===== config.mk =====
export PLATFORM = sky130hd
export DESIGN_NAME = pfx_front
export DESIGN_NICKNAME = d
export VERILOG_FILES = /design/src/hdl/pfx_pkg.sv /design/src/hdl/pfx_front.sv
export SDC_FILE = /design/constraint.sdc
export NUM_CORES = 1
export LEC_CHECK = 0
export ABC_AREA = 1
export BUFFER_PORTS_ARGS = -buffer_cell sky130_fd_sc_hd__buf_4
export CORE_MARGIN = 4
export CORE_UTILIZATION = 40
export DETAILED_ROUTE_END_ITERATION = 6
export PLACE_DENSITY_LB_ADDON = 0.15
export SLEW_MARGIN = 20
export SYNTH_ARGS = -nofsm -noshare
export SYNTH_HDL_FRONTEND = slang
export SYNTH_SLANG_ARGS = --single-unit

===== constraint.sdc =====
create_clock -name clk -period 11.2 [get_ports clk]
set_clock_uncertainty 0.2 [all_clocks]
set_input_delay 2.24 -clock clk [delete_from_list [all_inputs] [get_ports clk]]
set_output_delay 2.24 -clock clk [all_outputs]
set_load 0.1 [all_outputs]

===== src/hdl/pfx_pkg.sv =====
package pfx_pkg;

    // palette geometry
    localparam int PAL_ENTRIES = 256;
    localparam int PAL_IDX_W   = (PAL_ENTRIES > 1) ? $clog2(PAL_ENTRIES) : 1;

    // widths of the ycbcr products and their sums
    localparam int PROD_W = 27;
    localparam int SUM_W  = 28;

    // bt.601 ycbcr to rgb coefficients, 16.16 fixed point
    localparam logic signed [18:0] C_Y_RGB  = 19'sd76309;
    localparam logic signed [18:0] C_CR_R   = 19'sd104597;
    localparam logic signed [18:0] C_CR_G   = -19'sd53279;
    localparam logic signed [18:0] C_CB_G   = -19'sd25674;
    localparam logic signed [18:0] C_CB_B   = 19'sd132201;
    localparam logic [SUM_W-1:0]   RND_HALF = SUM_W'(32'h0000_8000);

    // rgb to ycbcr coefficients, all modulo 2^32
    localparam logic [19:0] C_YT_R      = 20'd1052;
    localparam logic [19:0] C_YT_G      = 20'd2065;
    localparam logic [19:0] C_YT_B      = 20'd401;
    localparam logic [31:0] C_CR_RBIG   = 32'd10507932;
    localparam logic [31:0] C_CB_BBIG   = 32'd8312025;
    localparam logic [31:0] C_YT_CR     = 32'd2987;
    localparam logic [31:0] C_YT_CB     = 32'd2363;
    localparam logic [20:0] Y_RND       = 21'h10800;
    localparam logic [31:0] CHROMA_BIAS = 32'h8080_0000;

    // studio luma expansion: floor(d * 255 / 219) = (d * 255 * 76609) >> 24
    localparam logic [7:0]  Y8_LO  = 8'd16;
    localparam logic [7:0]  Y8_HI  = 8'd235;
    localparam logic [7:0]  Y8_SPAN = 8'd219;
    localparam logic [31:0] Y8_MUL = 32'd19535295;

    // source pixel formats
    typedef enum logic [3:0] {
        FMT_PAL1    = 4'd0,
        FMT_PAL2    = 4'd1,
        FMT_PAL4    = 4'd2,
        FMT_PAL8    = 4'd3,
        FMT_X1555   = 4'd4,
        FMT_R565    = 4'd5,
        FMT_RGB888  = 4'd6,
        FMT_XRGB    = 4'd7,
        FMT_Y8      = 4'd8,
        FMT_YCC444  = 4'd9,
        FMT_RGB2YCC = 4'd10
    } fmt_t;

    // one input word as taken from the channel
    typedef struct packed {
        logic        action;
        logic [31:0] pixel_word;
        logic [2:0]  sub_index;
        logic [7:0]  luma;
        logic [7:0]  chroma_blue;
        logic [7:0]  chroma_red;
        logic [7:0]  palette_slot;
        logic [31:0] palette_color;
    } in_word_t;

    // load enables of the pipeline stages
    typedef struct packed {
        logic s1;
        logic s2;
        logic s3;
    } stage_en_t;

    // contents of the first stage
    typedef struct packed {
        logic              load;
        fmt_t              fmt;
        logic [7:0]        pal_idx;
        logic              pal_hit;
        logic              wr_ok;
        logic [7:0]        slot;
        logic [31:0]       pcolor;
        logic [31:0]       direct;
        logic [PROD_W-1:0] p_y;
        logic [PROD_W-1:0] p_cr_r;
        logic [PROD_W-1:0] p_cr_g;
        logic [PROD_W-1:0] p_cb_g;
        logic [PROD_W-1:0] p_cb_b;
        logic [19:0]       r_w;
        logic [19:0]       g_w;
        logic [19:0]       b_w;
        logic [31:0]       r_big;
        logic [31:0]       b_big;
        logic [7:0]        y8_d;
    } s1_t;

endpackage


===== src/hdl/pfx_front.sv =====
module pfx_front
    import pfx_pkg::*;
(
    input  logic     clk,
    input  logic     en,
    input  fmt_t     fmt,
    input  in_word_t item,
    output s1_t      s1_reg
);

    logic [7:0]        px_byte;
    logic [15:0]       px_half;
    logic [2:0]        sh2;
    logic [7:0]        pal_idx;
    logic              is_pal;
    logic [31:0]       direct;
    logic [7:0]        y8_d;
    logic signed [8:0] y_d;
    logic signed [8:0] cb_d;
    logic signed [8:0] cr_d;
    logic [7:0]        r8;
    logic [7:0]        g8;
    logic [7:0]        b8;
    s1_t               s1_next;

    assign px_byte = item.pixel_word[7:0];
    assign px_half = item.pixel_word[15:0];
    assign sh2     = 3'd6 - {item.sub_index[1:0], 1'b0};

    // palette index from the packed byte, leftmost pixel in the high bits
    always_comb
    begin
        pal_idx = '0;
        is_pal  = 1'b0;
        case (fmt)
            FMT_PAL1:
            begin
                pal_idx = {7'd0, px_byte[3'd7 - item.sub_index]};
                is_pal  = 1'b1;
            end
            FMT_PAL2:
            begin
                pal_idx = {6'd0, px_byte[sh2 +: 2]};
                is_pal  = 1'b1;
            end
            FMT_PAL4:
            begin
                pal_idx = {4'd0, item.sub_index[0] ? px_byte[3:0] : px_byte[7:4]};
                is_pal  = 1'b1;
            end
            FMT_PAL8:
            begin
                pal_idx = px_byte;
                is_pal  = 1'b1;
            end
            default:
            begin
                pal_idx = '0;
                is_pal  = 1'b0;
            end
        endcase
    end

    // direct formats: bit replication and pass-through
    always_comb
    begin
        case (fmt)
            FMT_X1555:
                direct = {8'h00,
                          px_half[14:10], px_half[14:12],
                          px_half[9:5],   px_half[9:7],
                          px_half[4:0],   px_half[4:2]};
            FMT_R565:
                direct = {8'h00,
                          px_half[15:11], px_half[15:13],
                          px_half[10:5],  px_half[10:9],
                          px_half[4:0],   px_half[4:2]};
            FMT_RGB888:
                direct = {8'h00, item.pixel_word[23:0]};
            FMT_XRGB:
                direct = item.pixel_word;
            default:
                direct = '0;
        endcase
    end

    // studio luma clamp
    always_comb
    begin
        if (px_byte < Y8_LO)
        begin
            y8_d = '0;
        end
        else if (px_byte > Y8_HI)
        begin
            y8_d = Y8_SPAN;
        end
        else
        begin
            y8_d = px_byte - Y8_LO;
        end
    end

    // centered ycbcr samples
    assign y_d  = $signed({1'b0, item.luma}) - 9'sd16;
    assign cb_d = $signed({1'b0, item.chroma_blue}) - 9'sd128;
    assign cr_d = $signed({1'b0, item.chroma_red}) - 9'sd128;

    // rgb channels for the reverse mode
    assign r8 = item.pixel_word[23:16];
    assign g8 = item.pixel_word[15:8];
    assign b8 = item.pixel_word[7:0];

    // stage one word
    always_comb
    begin
        s1_next.load    = item.action;
        s1_next.fmt     = fmt;
        s1_next.pal_idx = pal_idx;
        s1_next.pal_hit = is_pal && ({1'b0, pal_idx} < 9'(PAL_ENTRIES));
        s1_next.wr_ok   = {1'b0, item.palette_slot} < 9'(PAL_ENTRIES);
        s1_next.slot    = item.palette_slot;
        s1_next.pcolor  = item.palette_color;
        s1_next.direct  = direct;
        s1_next.p_y     = PROD_W'(PROD_W'(y_d) * PROD_W'(C_Y_RGB));
        s1_next.p_cr_r  = PROD_W'(PROD_W'(cr_d) * PROD_W'(C_CR_R));
        s1_next.p_cr_g  = PROD_W'(PROD_W'(cr_d) * PROD_W'(C_CR_G));
        s1_next.p_cb_g  = PROD_W'(PROD_W'(cb_d) * PROD_W'(C_CB_G));
        s1_next.p_cb_b  = PROD_W'(PROD_W'(cb_d) * PROD_W'(C_CB_B));
        s1_next.r_w     = 20'(r8) * C_YT_R;
        s1_next.g_w     = 20'(g8) * C_YT_G;
        s1_next.b_w     = 20'(b8) * C_YT_B;
        s1_next.r_big   = 32'(r8) * C_CR_RBIG;
        s1_next.b_big   = 32'(b8) * C_CB_BBIG;
        s1_next.y8_d    = y8_d;
    end

    // stage one register
    always_ff @(posedge clk)
    begin
        if (en)
        begin
            s1_reg <= s1_next;
        end
    end

endmodule


# [After elaboration in Yosys (flattened, before gate mapping)]
# Cells that the tools add are included.
[totals] romBits=0 n_memories=0 register_bits=343 ram_bits=0 input_bits=106 output_inout_bits=354 latch_bits=0
[classes] order_cmp=3 shift=1 muxes=7 n_mul=10 bitwise_logic=0 div_mod_pow=0 n_addsub=6 n_eq_ne=7 n_reduce_logical=3
[op_table] cell="case mux 32 bit (4 select lines)" n=1
[op_table] cell="multiplier 9 x 18 -> 27 bit (second input constant)" n=2
[op_table] cell="multiplier 8 x 9 -> 17 bit (second input constant)" n=2
[op_table] cell="case mux 8 bit (4 select lines)" n=1
[op_table] cell="multiplier 8 x 23 -> 31 bit (second input constant)" n=1
[op_table] cell="multiplier 8 x 22 -> 30 bit (second input constant)" n=1
[op_table] cell="multiplier 9 x 19 -> 27 bit (second input constant)" n=1
[op_table] cell="multiplier 9 x 17 -> 26 bit (second input constant)" n=1
[op_table] cell="multiplier 9 x 15 -> 24 bit (second input constant)" n=1
[op_table] cell="multiplier 8 x 12 -> 20 bit (second input constant)" n=1
[op_table] cell="subtractor 8 x 8 -> 9 bit (second input constant)" n=2
[op_table] cell="== test 4 x 3 -> 1 bit (second input constant)" n=4
[op_table] cell="subtractor 8 x 5 -> 9 bit (second input constant)" n=1
[op_table] cell="== test 4 x 2 -> 1 bit (second input constant)" n=2
[op_table] cell="greater-than comparator 8 bit (second input constant)" n=1
[op_table] cell="< comparator 8 x 5 -> 1 bit (second input constant)" n=1
[op_table] cell="2-to-1 mux 8 bit" n=1
[op_table] cell="variable part select 8 x 4 -> 2 bit" n=1
[op_table] cell="subtractor 8 x 5 -> 8 bit (second input constant)" n=1
[op_table] cell="subtractor 3 bit (first input constant)" n=2
[op_table] cell="== test 4 x 1 -> 1 bit (second input constant)" n=1
[op_table] cell="logical NOT 4 bit" n=1
[op_table] cell="< comparator 3 x 4 -> 1 bit (second input constant)" n=1
[op_table] cell="2-to-1 mux 4 bit" n=1
[op_table] cell="other kinds (4)" n=5

# [Logic depth before layout (Yosys ltp)]
# Gate-level depths: netlist of run 1.
[logic_depth] depth_word=4 mapped_depth=22

# [Worst setup path before layout of run 1]
# No wires, ideal clock.
[synth_timing] path_type="input to register" start="input item[60] (netlist name)" end="register s1_reg[266] (netlist name), data pin" required_ns=10.742 setup_time_ns=0.258 t_arrival_ns=6.148 slack_ns=4.594 stages=19 path_cell_list="inv_1 -> ha_1 -> nand2_1 -> nor2_1 -> ha_1 -> inv_1 -> fa_1 -> inv_1 -> fa_1 -> fa_1 -> ha_1 -> ha_1 -> nand2_1 -> nor2_1 -> inv_1 -> nor2_1 -> nand4_1 -> nand3_1 -> a21oi_1"
[synth_lines] item="start: declaration" line="pfx_front.sv:7" text="input in_word_t item,"
[synth_lines] item="end signal: assignment" line="pfx_front.sv:143" text="s1_reg <= s1_next;"
[synth_lines] item="end: declaration" line="pfx_front.sv:8" text="output s1_t s1_reg"

==> key figures, run 1 <==
Flow run
  • Max_cap viols: 0

Yosys
  • Avg Synthesized Cell Area: 9.08 um^2
  • Distinct cells, synth: 42
  • Mapped cell area: 32900 um^2
  • Yosys warns: 0
  • Sequential fraction of the synthesis area: 30.0%
  • Cells after Synth: 3624
  • Register bit count reported by yosys: 329

Timing
  • Fin crit period: 6750 ps
  • Setup-failing EPs final: 0
  • Max-Slew Margin vs Limit: 39.0%
  • Slew @ Worst Pin: 915 ps
  • Final hold vios: 0
  • Final setup TNS: 0 ps
  • Max-slew violation count: 0
  • Peak Freq: 148 MHz
  • Final period utilization: 60.2%
  • RSZ-0062 raised after global routing: false

Critical path
  • Crit-path slowest cell: fa_1
  • Startpoint Class: input pin
  • CP Data Arrival Time: 6870 ps
  • CP Class: in2reg
  • Critical Path End Type: flip-flop
  • Worst-path maximum fanout: 8
  • Cells along the critical path: buf_4 > inv_1 > ha_1 > nand2_1 > nor2_1 > ha_1 > inv_1 > fa_1 > inv_1 > fa_1 > fa_1 > ha_1 > ha_1 > nand2_1 > nor2_1 > inv_1 > nor2_1 > nand4_1 > nand3_1 > a21oi_1
  • Data required, critical path: 11320 ps
  • Crit-path max cell delay: 530 ps

Detailed routing
  • DR DRC count: 0
  • TritonRoute pass-1 iters: 7
  • Via density: 4.80
  • DRT iter0 DRCs: 1015
  • DRT Wirelength: 87.6 mm
  • Via count: 24900
  • Final ANT Viol Nets: 0
  • Drt wl/cell: 16.9 um

CTS
  • CTS tree: yes
  • Total clock sinks: 329
  • Clock buffer count from CTS: 41
  • # hold bufs at CTS: 0
  • # resized after CTS: 0
  • CTS Root Cell: clkbuf_16
  • Setup bufs post-CTS: 0
  • H-tree depth: 2
  • Clock-pin slew on the worst setup and hold paths: 60 ps
  • Clock Tree Buf Depth: 3

Floorplan
  • Die width: 295 um
  • Core area: 81100 um^2
  • Die Ht: 295 um
  • I/O pin count: 460
  • Die area: 86900 um^2
  • FP Rows: 104
  • Initial Utilization: 40.6%

Power
  • Clock group share of total power: 11.9%
  • Internal power: 4.82 mW
  • Combinational Power Share: 69.6%
  • Lkg Pwr: 20.4 nW
  • Psw: 6.29 mW
  • Switching Fraction: 56.6%
  • Sequential group share of total power: 18.5%
  • Final Power: 11.1 mW
  • Worst VDD drop: 0.000275 V
  • Power Dens Cells: 287 nW/um^2

GRT
  • Total track usage: 20.2%
  • Initial antenna violation count: 1
  • Total gr overflow: 0
  • Vias in the first global route: 25400
  • First-pass GRT wire length: 139 mm
  • Largest net degree at the start of global routing: 92

Place
  • Port buffer count: 448
  • Final estimated routing congestion in global placement: 0.899
  • Post-detail-place hpwl: 73.3 mm

Cells and area
  • Max FFs per register: 329
  • Commonest non-fill, non-tap cell in the layout: nand2_1
  • Layout cells sized above 1: 13.5%
  • Synth-to-layout area growth: 17.8%
  • Most frequent cells in the layout: nand2_1, inv_1, ha_1, buf_4, edfxtp_1
  • Fillers: 7915
  • Post-layout net count: 5005

Outcome
  • Status: complete, no violations

Min path
  • Min-delay src: item[21]
  • Worst Hold End: s1_reg[320]
  • Worst Hold Class: in2reg
  • Hold depth: 1
==> stage by stage <==
stage	setup WS, ps	instance area [um^2]	cells	utilization [%]	hold WS [ps]
2_1_floorplan	4590	32900	3633	-	2140
3_3_place_gp	4010	37400	5112	46.2	2220
3_5_place_dp	3900	37400	5112	46.2	2220
4_1_cts	4490	38800	5185	47.8	1570
5_1_grt	4010	38800	5185	47.8	1580
6_report	4450	38800	5186	47.8	1620
==> logic make-up (layout without fill, tap and decap cells) <==
group,count (synthesis),count (layout),share of synthesized area (%)
buf+inv,795,1287,9.38
fa+ha+maj,804,804,36.1
other cells,2,12,0.0228
simple gates,1306,1306,16.8
flops,329,329,30.0
xor+xnor,125,125,3.33
compound gates,263,263,4.35
==> cell type report <==
| type | count | area [um^2] | share of cell area, % |
|---|---|---|---|
| Clock inverter | 25 | 269 | 0.694 |
| Timing Repair Buffer | 452 | 3400 | 8.77 |
| Clock buffer | 48 | 1050 | 2.71 |
| Antenna cell | 1 | 2.50 | 0.00646 |
| Tap cell | 1060 | 1330 | 3.42 |
| Inverter | 762 | 2860 | 7.38 |
| Sequential cell | 329 | 9880 | 25.5 |
| Multi-Input combinational cell | 2509 | 20000 | 51.5 |
==> how the worst max path moves through the flow <==
stage / from / to / slack, ps / depth (start not counted)
3_3_place_gp: item[60] / s1_reg[266] / 4010 / 20
6_report: item[60] / s1_reg[266] / 4450 / 20
2_1_floorplan: item[60] / s1_reg[266] / 4590 / 19
4_1_cts: item[60] / s1_reg[266] / 4490 / 20
3_5_place_dp: item[60] / s1_reg[266] / 3900 / 20
5_1_grt: item[60] / s1_reg[266] / 4010 / 20
==> routing by layer <==
metal / up-vias / share of wire, % / global-route usage [%]
li1: 12600 / - / -
met5: - / 0 / 0
met3: 79 / 6.0 / 3.65
met2: 547 / 48 / 35.7
met4: 0 / 1.6 / 3.71
met1: 11700 / 44 / 26.2
==> synth_stat cells, drive strengths merged <==
master	number	share of area (%)
a211o	1	0.027
a21boi	1	0.023
a21o	5	0.11
a21oi	158	2.4
a22oi	1	0.023
a311o	1	0.030
a31oi	13	0.25
and2	10	0.20
buf	31	0.66
clkbuf	2	0.023
conb	2	0.023
edfxtp	329	30
fa	244	15
ha	560	21
inv	762	8.7
nand2	823	9.5
nand3	175	2.7
nand3b	11	0.25
nand4	59	1.1
nor2	205	2.5
nor2b	1	0.019
nor3	19	0.38
o211ai	5	0.11
o21a	5	0.11
o21ai	53	0.81
o21bai	13	0.30
o221ai	1	0.027
o22ai	6	0.11
or2	3	0.057
xnor2	29	0.77
xor2	96	2.6
==> worst max-delay path: cells and delay by family <==
kind                       cells  cell delay [ps]
and+or+nand+nor                7             1280
buffers and inverters          5              530
AOI/OAI and AO/OA              1               70
adders and majority gates      7             2730
==> power groups by stage <==
stage	sequential [mW]	clock [mW]	combinational, mW
after global routing	2.09	1.43	8.55
final	2.06	1.32	7.74
after global placement	2.09	0	7.78
after CTS	2.07	1.37	7.82
after detailed placement	2.09	0	7.77
after floorplan	4.37	0	3.62
Power figures use the tool's default switching activity.
==> run 2: changes to the inputs <==
==> constraint.sdc (replaced) <==
create_clock -name clk -period 6.65 [get_ports clk]
set_clock_uncertainty 0.2 [all_clocks]
set_input_delay 1.33 -clock clk [delete_from_list [all_inputs] [get_ports clk]]
set_output_delay 1.33 -clock clk [all_outputs]
set_load 0.1 [all_outputs]
==> run 2 against run 1 <==
Compared with the run above:
- routed wire length rose by 1.3%
- final cell count up 0.12%
- clock power increased by 80%
- worst setup slack got worse by 3400 ps
- via count increased by 1.1%
- flip-flop and latch count is the same
- sequential share of layout area is 0.10 points lower
- core utilization is 0.20 points higher
- critical path type unchanged
- largest cell class unchanged
- largest power group unchanged
==> key figures, run 2 (same netlist as run 1, synthesis figures left out) <==
Outcome
  • Status: complete, no violations

Flow run
  • Max_cap viols: 0 (unchanged)

GRT
  • Vias in the first global route: 25300 (-0.38%)
  • Largest net degree at the start of global routing: 117 (+27%)
  • Total gr overflow: 0 (unchanged)
  • First-pass GRT wire length: 140 mm (+0.19%)
  • Initial antenna violation count: 3 (+2)
  • Total track usage: 20.4% (+0.15 points)

CTS
  • Setup bufs post-CTS: 0 (unchanged)
  • # resized after CTS: 0 (unchanged)
  • CTS tree: yes
  • Clock buffer count from CTS: 42 (+2.4%)
  • Total clock sinks: 329 (unchanged)
  • Clock-pin slew on the worst setup and hold paths: 60 ps (about the same)
  • CTS Root Cell: clkbuf_16
  • H-tree depth: 2 (unchanged)
  • # hold bufs at CTS: 0 (unchanged)
  • Clock Tree Buf Depth: 3 (unchanged)

Cells and area
  • Commonest non-fill, non-tap cell in the layout: nand2_1
  • Synth-to-layout area growth: 18.3%
  • Layout cells sized above 1: 13.7% (+0.25 points)
  • Core Util, Final: 48.0% (+0.20 points)
  • Post-layout net count: 5008 (+0.060%)
  • Max FFs per register: 329 (unchanged)
  • Most frequent cells in the layout: nand2_1, inv_1, ha_1, buf_4, edfxtp_1
  • Fillers: 7923 (+0.10%)

Floorplan
  • Die Ht: 295 um (unchanged)
  • FP Rows: 104 (unchanged)
  • Initial Utilization: 40.6% (unchanged)
  • Die width: 295 um (unchanged)
  • Die area: 86900 um^2 (unchanged)
  • Core area: 81100 um^2 (unchanged)
  • I/O pin count: 460 (unchanged)

Timing
  • RSZ-0062 raised after global routing: false
  • Final period utilization: 84.5%
  • Peak Freq: 178 MHz
  • Final hold vios: 0 (unchanged)
  • Slew @ Worst Pin: 812 ps (-103 ps)
  • Fin crit period: 5620 ps
  • Final setup TNS: 0 ps (unchanged)
  • Worst hold slack: 723 ps (-899 ps)
  • Setup-failing EPs final: 0 (unchanged)
  • Max-slew violation count: 0 (unchanged)
  • Max-Slew Margin vs Limit: 45.9% (+6.9 points)

Min path
  • Worst Hold Class: in2reg
  • Min-delay src: item[22]

Detailed routing
  • Drt wl/cell: 17.1 um (+1.2%)
  • Via density: 4.85 (+0.95%)
  • TritonRoute pass-1 iters: 5 (-2)
  • Final ANT Viol Nets: 0 (unchanged)
  • DRT iter0 DRCs: 1078 (+6.2%)
  • DRT Wirelength: 88.8 mm (+1.3%)
  • Via count: 25200 (+1.1%)
  • DR DRC count: 0 (unchanged)

Critical path
  • Data required, critical path: 6780 ps (-4540 ps)
  • CP Class: in2reg
  • Worst-path maximum fanout: 7 (-1)
  • Crit path from: item[60]
  • CP Data Arrival Time: 5750 ps (-1120 ps)
  • Critical Path End Type: flip-flop
  • Startpoint Class: input pin

Power
  • Power Dens Cells: 486 nW/um^2 (+70%)
  • Lkg Pwr: 20.5 nW (+0.28%)
  • Worst VDD drop: 0.000537 V (+95%)

Place
  • Final estimated routing congestion in global placement: 0.919 (+2.3%)
  • Port buffer count: 448 (unchanged)
  • Post-detail-place hpwl: 73.6 mm (+0.41%)
[run 2: cell type report]
cell class / count / area [um^2] / share of cell area, %
clock inverters: 30 / 373 / 0.958
clock buffers: 45 / 1060 / 2.73
well taps: 1060 / 1330 / 3.41
multi-input cells: 2509 / 20000 / 51.3
repair buffers: 454 / 3440 / 8.84
inverters: 762 / 2860 / 7.35
flip-flops and latches: 329 / 9880 / 25.4
diodes: 3 / 7.51 / 0.0193
[run 2: power by group]
group / switching [mW] / leakage (nW) / total [mW] / internal, mW
Sequential: 0.205 / 3.21 / 3.46 / 3.25
Clock: 0.977 / 0.686 / 2.38 / 1.40
Combinational: 9.51 / 16.6 / 13.1 / 3.58
Total: 10.7 / 20.5 / 18.9 / 8.24
[run 2: layer usage]
metal	up-vias	GRT usage [%]	part of all wire [%]
met3	103	4.27	6.4
met1	11800	25.9	43
met2	605	35.1	48
met4	0	5.76	2.8
met5	-	0	0
li1	12600	-	-
[run 2: path summary, 6_finish.rpt]
path | end | slack (ps) | cells after the start
setup / recovery | s1_reg[266] | 1030 | 20
hold / removal | s1_reg[321] | 720 | 1
[run 2: critical path: stages]
cell     delay, ps
buf_4          120
inv_1          200
nand3_1        130
xor2_1         260
inv_1          110
ha_1           400
inv_1           90
fa_1           530
inv_1           50
fa_1           490
fa_1           500
ha_1           310
ha_1           380
nand2_1        120
nor2_1         190
inv_1           60
nor2_1         130
nand4_1        140
nand3_1        140
a21oi_1         60
[run 2: metrics by stage]
stage | cell area [um^2] | setup slack, ps | cells | total power [mW]
floorplan | 32900 | 954 | 3633 | 13.5
global placement | 37500 | 567 | 5114 | 16.7
detailed placement | 37500 | 468 | 5114 | 16.7
CTS | 38900 | 1070 | 5189 | 19.2
global route | 38900 | 680 | 5191 | 20.5
finish | 38900 | 1030 | 5192 | 18.9
==> run 3: changes to the inputs <==
--- a/config.mk
+++ b/config.mk
@@ -5,7 +5,7 @@
 export SDC_FILE = /design/constraint.sdc
 export NUM_CORES = 1
 export LEC_CHECK = 0
-export ABC_AREA = 1
+export ABC_AREA = 0
 export BUFFER_PORTS_ARGS = -buffer_cell sky130_fd_sc_hd__buf_4
 export CORE_MARGIN = 4
 export CORE_UTILIZATION = 40
==> constraint.sdc (replaced) <==
create_clock -name clk -period 5.59 [get_ports clk]
set_clock_uncertainty 0.2 [all_clocks]
set_input_delay 1.118 -clock clk [delete_from_list [all_inputs] [get_ports clk]]
set_output_delay 1.118 -clock clk [all_outputs]
set_load 0.1 [all_outputs]
==> run 3 against run 2 <==
Compared with the run above:
- synthesized area decreased by 7.6%
- largest cell class unchanged
- combinational power grew 27%
- via count is 12% lower
- hold slack lost 210 ps
- final cell count fell by 14%
- clock power grew 13%
- critical endpoint is now s1_reg[156]
==> key figures, run 3 <==
Outcome
  • Status: complete, no violations

Yosys
  • Top post-synthesis cells by count: ha_1, inv_1, edfxtp_1
  • Most frequent cell after synthesis: ha_1
  • Synth top area cells: edfxtp_1, ha_1, fa_1
  • Main synth FF type: edfxtp_1
  • Register bit count reported by yosys: 329 (unchanged)
  • Sequential fraction of the synthesis area: 32.5% (+2.5 points)
  • EDFF count, synth: 329 (unchanged)
  • Synth top area share: 32.5% (+2.5 points)
  • Yosys warns: 0 (unchanged)
  • Post-synth ARST share: 0% (unchanged)
  • Distinct cells, synth: 78 (+86%)
  • Mapped cell area: 30400 um^2 (-7.6%)
  • Cells after Synth: 2670 (-26%)
  • Largest area contributor in the netlist: edfxtp_1
  • Avg Synthesized Cell Area: 11.4 um^2 (+25%)

Cells and area
  • Layout cells sized above 1: 26.4% (+13 points)
  • Post-layout net count: 4364 (-13%)
  • Max FFs per register: 329 (unchanged)
  • Fin cells: 4455 (-14%)
  • Fin area: 38900 um^2 (-0.16%)
  • Commonest non-fill, non-tap cell in the layout: buf_4
  • Synth-to-layout area growth: 27.8%
  • Most frequent cells in the layout: buf_4, ha_1, inv_1, edfxtp_1, fa_1
  • Fillers: 6711 (-15%)
  • Ant diodes: 0 (-3)

Critical path
  • CP Data Arrival Time: 5460 ps (-290 ps)
  • Crit path from: item[49]
  • Data required, critical path: 5720 ps (-1060 ps)
  • Critical Path End Type: flip-flop
  • Crit-path max cell delay: 520 ps (about the same)
  • Worst path most repeated cell: inv_1
  • Cells along the critical path: buf_4 > inv_1 > ha_1 > inv_1 > ha_1 > inv_1 > fa_1 > fa_1 > inv_1 > ha_1 > fa_1 > a21oi_1 > o21ai_0 > o22ai_1 > o21ai_1 > a311oi_1 > buf_4 > nand2b_1 > xnor2_1
  • CP Class: in2reg
  • Worst-path maximum fanout: 4 (-3)
  • Startpoint Class: input pin
  • Crit-path slowest cell: fa_1

Timing
  • Slew @ Worst Pin: 871 ps (+59.7 ps)
  • Max-Slew Margin vs Limit: 41.9% (-4.0 points)
  • RSZ-0062 raised after global routing: false
  • Fin crit period: 5340 ps
  • Final setup TNS: 0 ps (unchanged)
  • Final hold vios: 0 (unchanged)
  • Setup-failing EPs final: 0 (unchanged)
  • Peak Freq: 187 MHz
  • Max-slew violation count: 0 (unchanged)
  • Final period utilization: 95.5%

Detailed routing
  • Via count: 22200 (-12%)
  • Via density: 4.99 (+2.8%)
  • DRT Wirelength: 80.3 mm (-9.5%)
  • Final ANT Viol Nets: 0 (unchanged)
  • DR DRC count: 0 (unchanged)
  • Drt wl/cell: 18.0 um (+5.5%)
  • DRT iter0 DRCs: 923 (-14%)
  • TritonRoute pass-1 iters: 5 (unchanged)

CTS
  • Total clock sinks: 329 (unchanged)
  • # hold bufs at CTS: 0 (unchanged)
  • Clock-pin slew on the worst setup and hold paths: 60 ps (about the same)
  • H-tree depth: 2 (unchanged)
  • CTS Root Cell: clkbuf_16
  • Clock Tree Buf Depth: 3 (unchanged)
  • Setup bufs post-CTS: 0 (unchanged)
  • CTS tree: yes
  • Clock buffer count from CTS: 43 (+2.4%)

Place
  • Final estimated routing congestion in global placement: 0.912 (-0.83%)
  • Placed inst area: 37500 um^2 (about the same)
  • Placed Cells incl. Taps: 4378 (-14%)
  • Post-detail-place hpwl: 66.8 mm (-9.2%)
  • Port buffer count: 448 (unchanged)

GRT
  • First-pass GRT wire length: 129 mm (-7.4%)
  • Initial antenna violation count: 0 (-3)
  • Largest net degree at the start of global routing: 109 (-6.8%)
  • Total gr overflow: 0 (unchanged)
  • Vias in the first global route: 23800 (-5.7%)
  • Total track usage: 19.9% (-0.51 points)

Min path
  • Min-delay src: item[1]
  • Worst Hold Class: in2reg

Power
  • Power Dens Cells: 606 nW/um^2 (+25%)
  • Lkg Pwr: 19.0 nW (-7.2%)
  • Worst VDD drop: 0.000656 V (+22%)

Floorplan
  • Die area: 80500 um^2 (-7.4%)
  • Initial Utilization: 40.6% (about the same)
  • FP Rows: 100 (-3.8%)
  • Core area: 74900 um^2 (-7.6%)
  • I/O pin count: 460 (unchanged)
  • Die width: 284 um (-3.8%)
  • Die Ht: 284 um (-3.8%)

Flow run
  • Max_cap viols: 0 (unchanged)
[run 3: cell types whose count changed after synthesis, sizes merged, moves of 91 or more]
cell / previous run / this run
inv: 762 / 438
nand2: 823 / 91
nand3: 175 / 32
nor2: 205 / 101
xnor2: 29 / 120
[run 3: layer usage]
layer	track usage [%]	part of all wire [%]	routed length [um]
met5	0	0	0
met1	25.0	42	33900
met2	35.0	50	39800
met4	4.68	2.3	1850
met3	4.35	5.9	4770
[run 3: cell families (layout without fill, tap and decap cells)]
kind of cell,Yosys count,count (layout),share of synthesized area [%]
DFF,329,329,32.5
AOI/OAI and AO/OA,449,449,9.65
and+or+nand+nor,408,408,6.69
other,2,11,0.0247
xor gates and xnor gates,168,168,4.84
buffers and inverters,492,1299,6.43
muxes,18,18,0.774
adders and majority gates,804,804,39.1
[run 3: timing repair]
item | in CTS | in global routing
endpoints found under the hold margin | 0 | 0
setup endpoints to repair | 0 | 1
gates resized for setup | 0 | 2
[run 3: where the power goes]
group,leakage (nW),internal [mW],switching (mW)
Combinational,15.1,5.98,10.7
Clock,0.674,1.56,1.13
Sequential,3.21,3.90,0.277
Total,19.0,11.4,12.1
[run 3: path summary, 6_finish.rpt]
path                       to  cells past startpoint
hold / removal    s1_reg[300]                      1
setup / recovery  s1_reg[156]                     19
[run 3: cell type report]
class	instances	area (um^2)	share of cell area, %
Inverter	438	1650	4.26
Multi-Input combinational cell	1858	18800	48.4
Timing Repair Buffer	784	5930	15.3
Clock buffer	49	1100	2.83
Tap cell	969	1210	3.12
Clock inverter	28	263	0.676
Sequential cell	329	9880	25.4
[run 3: worst max-delay path: cells and delay by family]
family / cells / cell delay [ps]
AND/OR/NAND/NOR: 1 / 110
buffers and inverters: 6 / 570
XOR/XNOR: 1 / 70
adder cells (fa/ha/maj): 6 / 2470
AO/OA/AOI/OAI: 5 / 1130
[run 3: metrics by stage]
| step | power, mW | hold slack (ps) | utilization [%] | setup WS [ps] |
|---|---|---|---|---|
| final | 23.5 | 515 | 51.8 | 254 |
| after global routing | 25.3 | 475 | 51.8 | 26.6 |
| after detailed placement | 20.9 | 1100 | 50.0 | -340 |
| after CTS | 23.8 | 467 | 51.8 | 276 |
| after global placement | 20.8 | 1100 | 50.0 | -283 |
| after floorplan | 16.1 | 1020 | - | -33.7 |
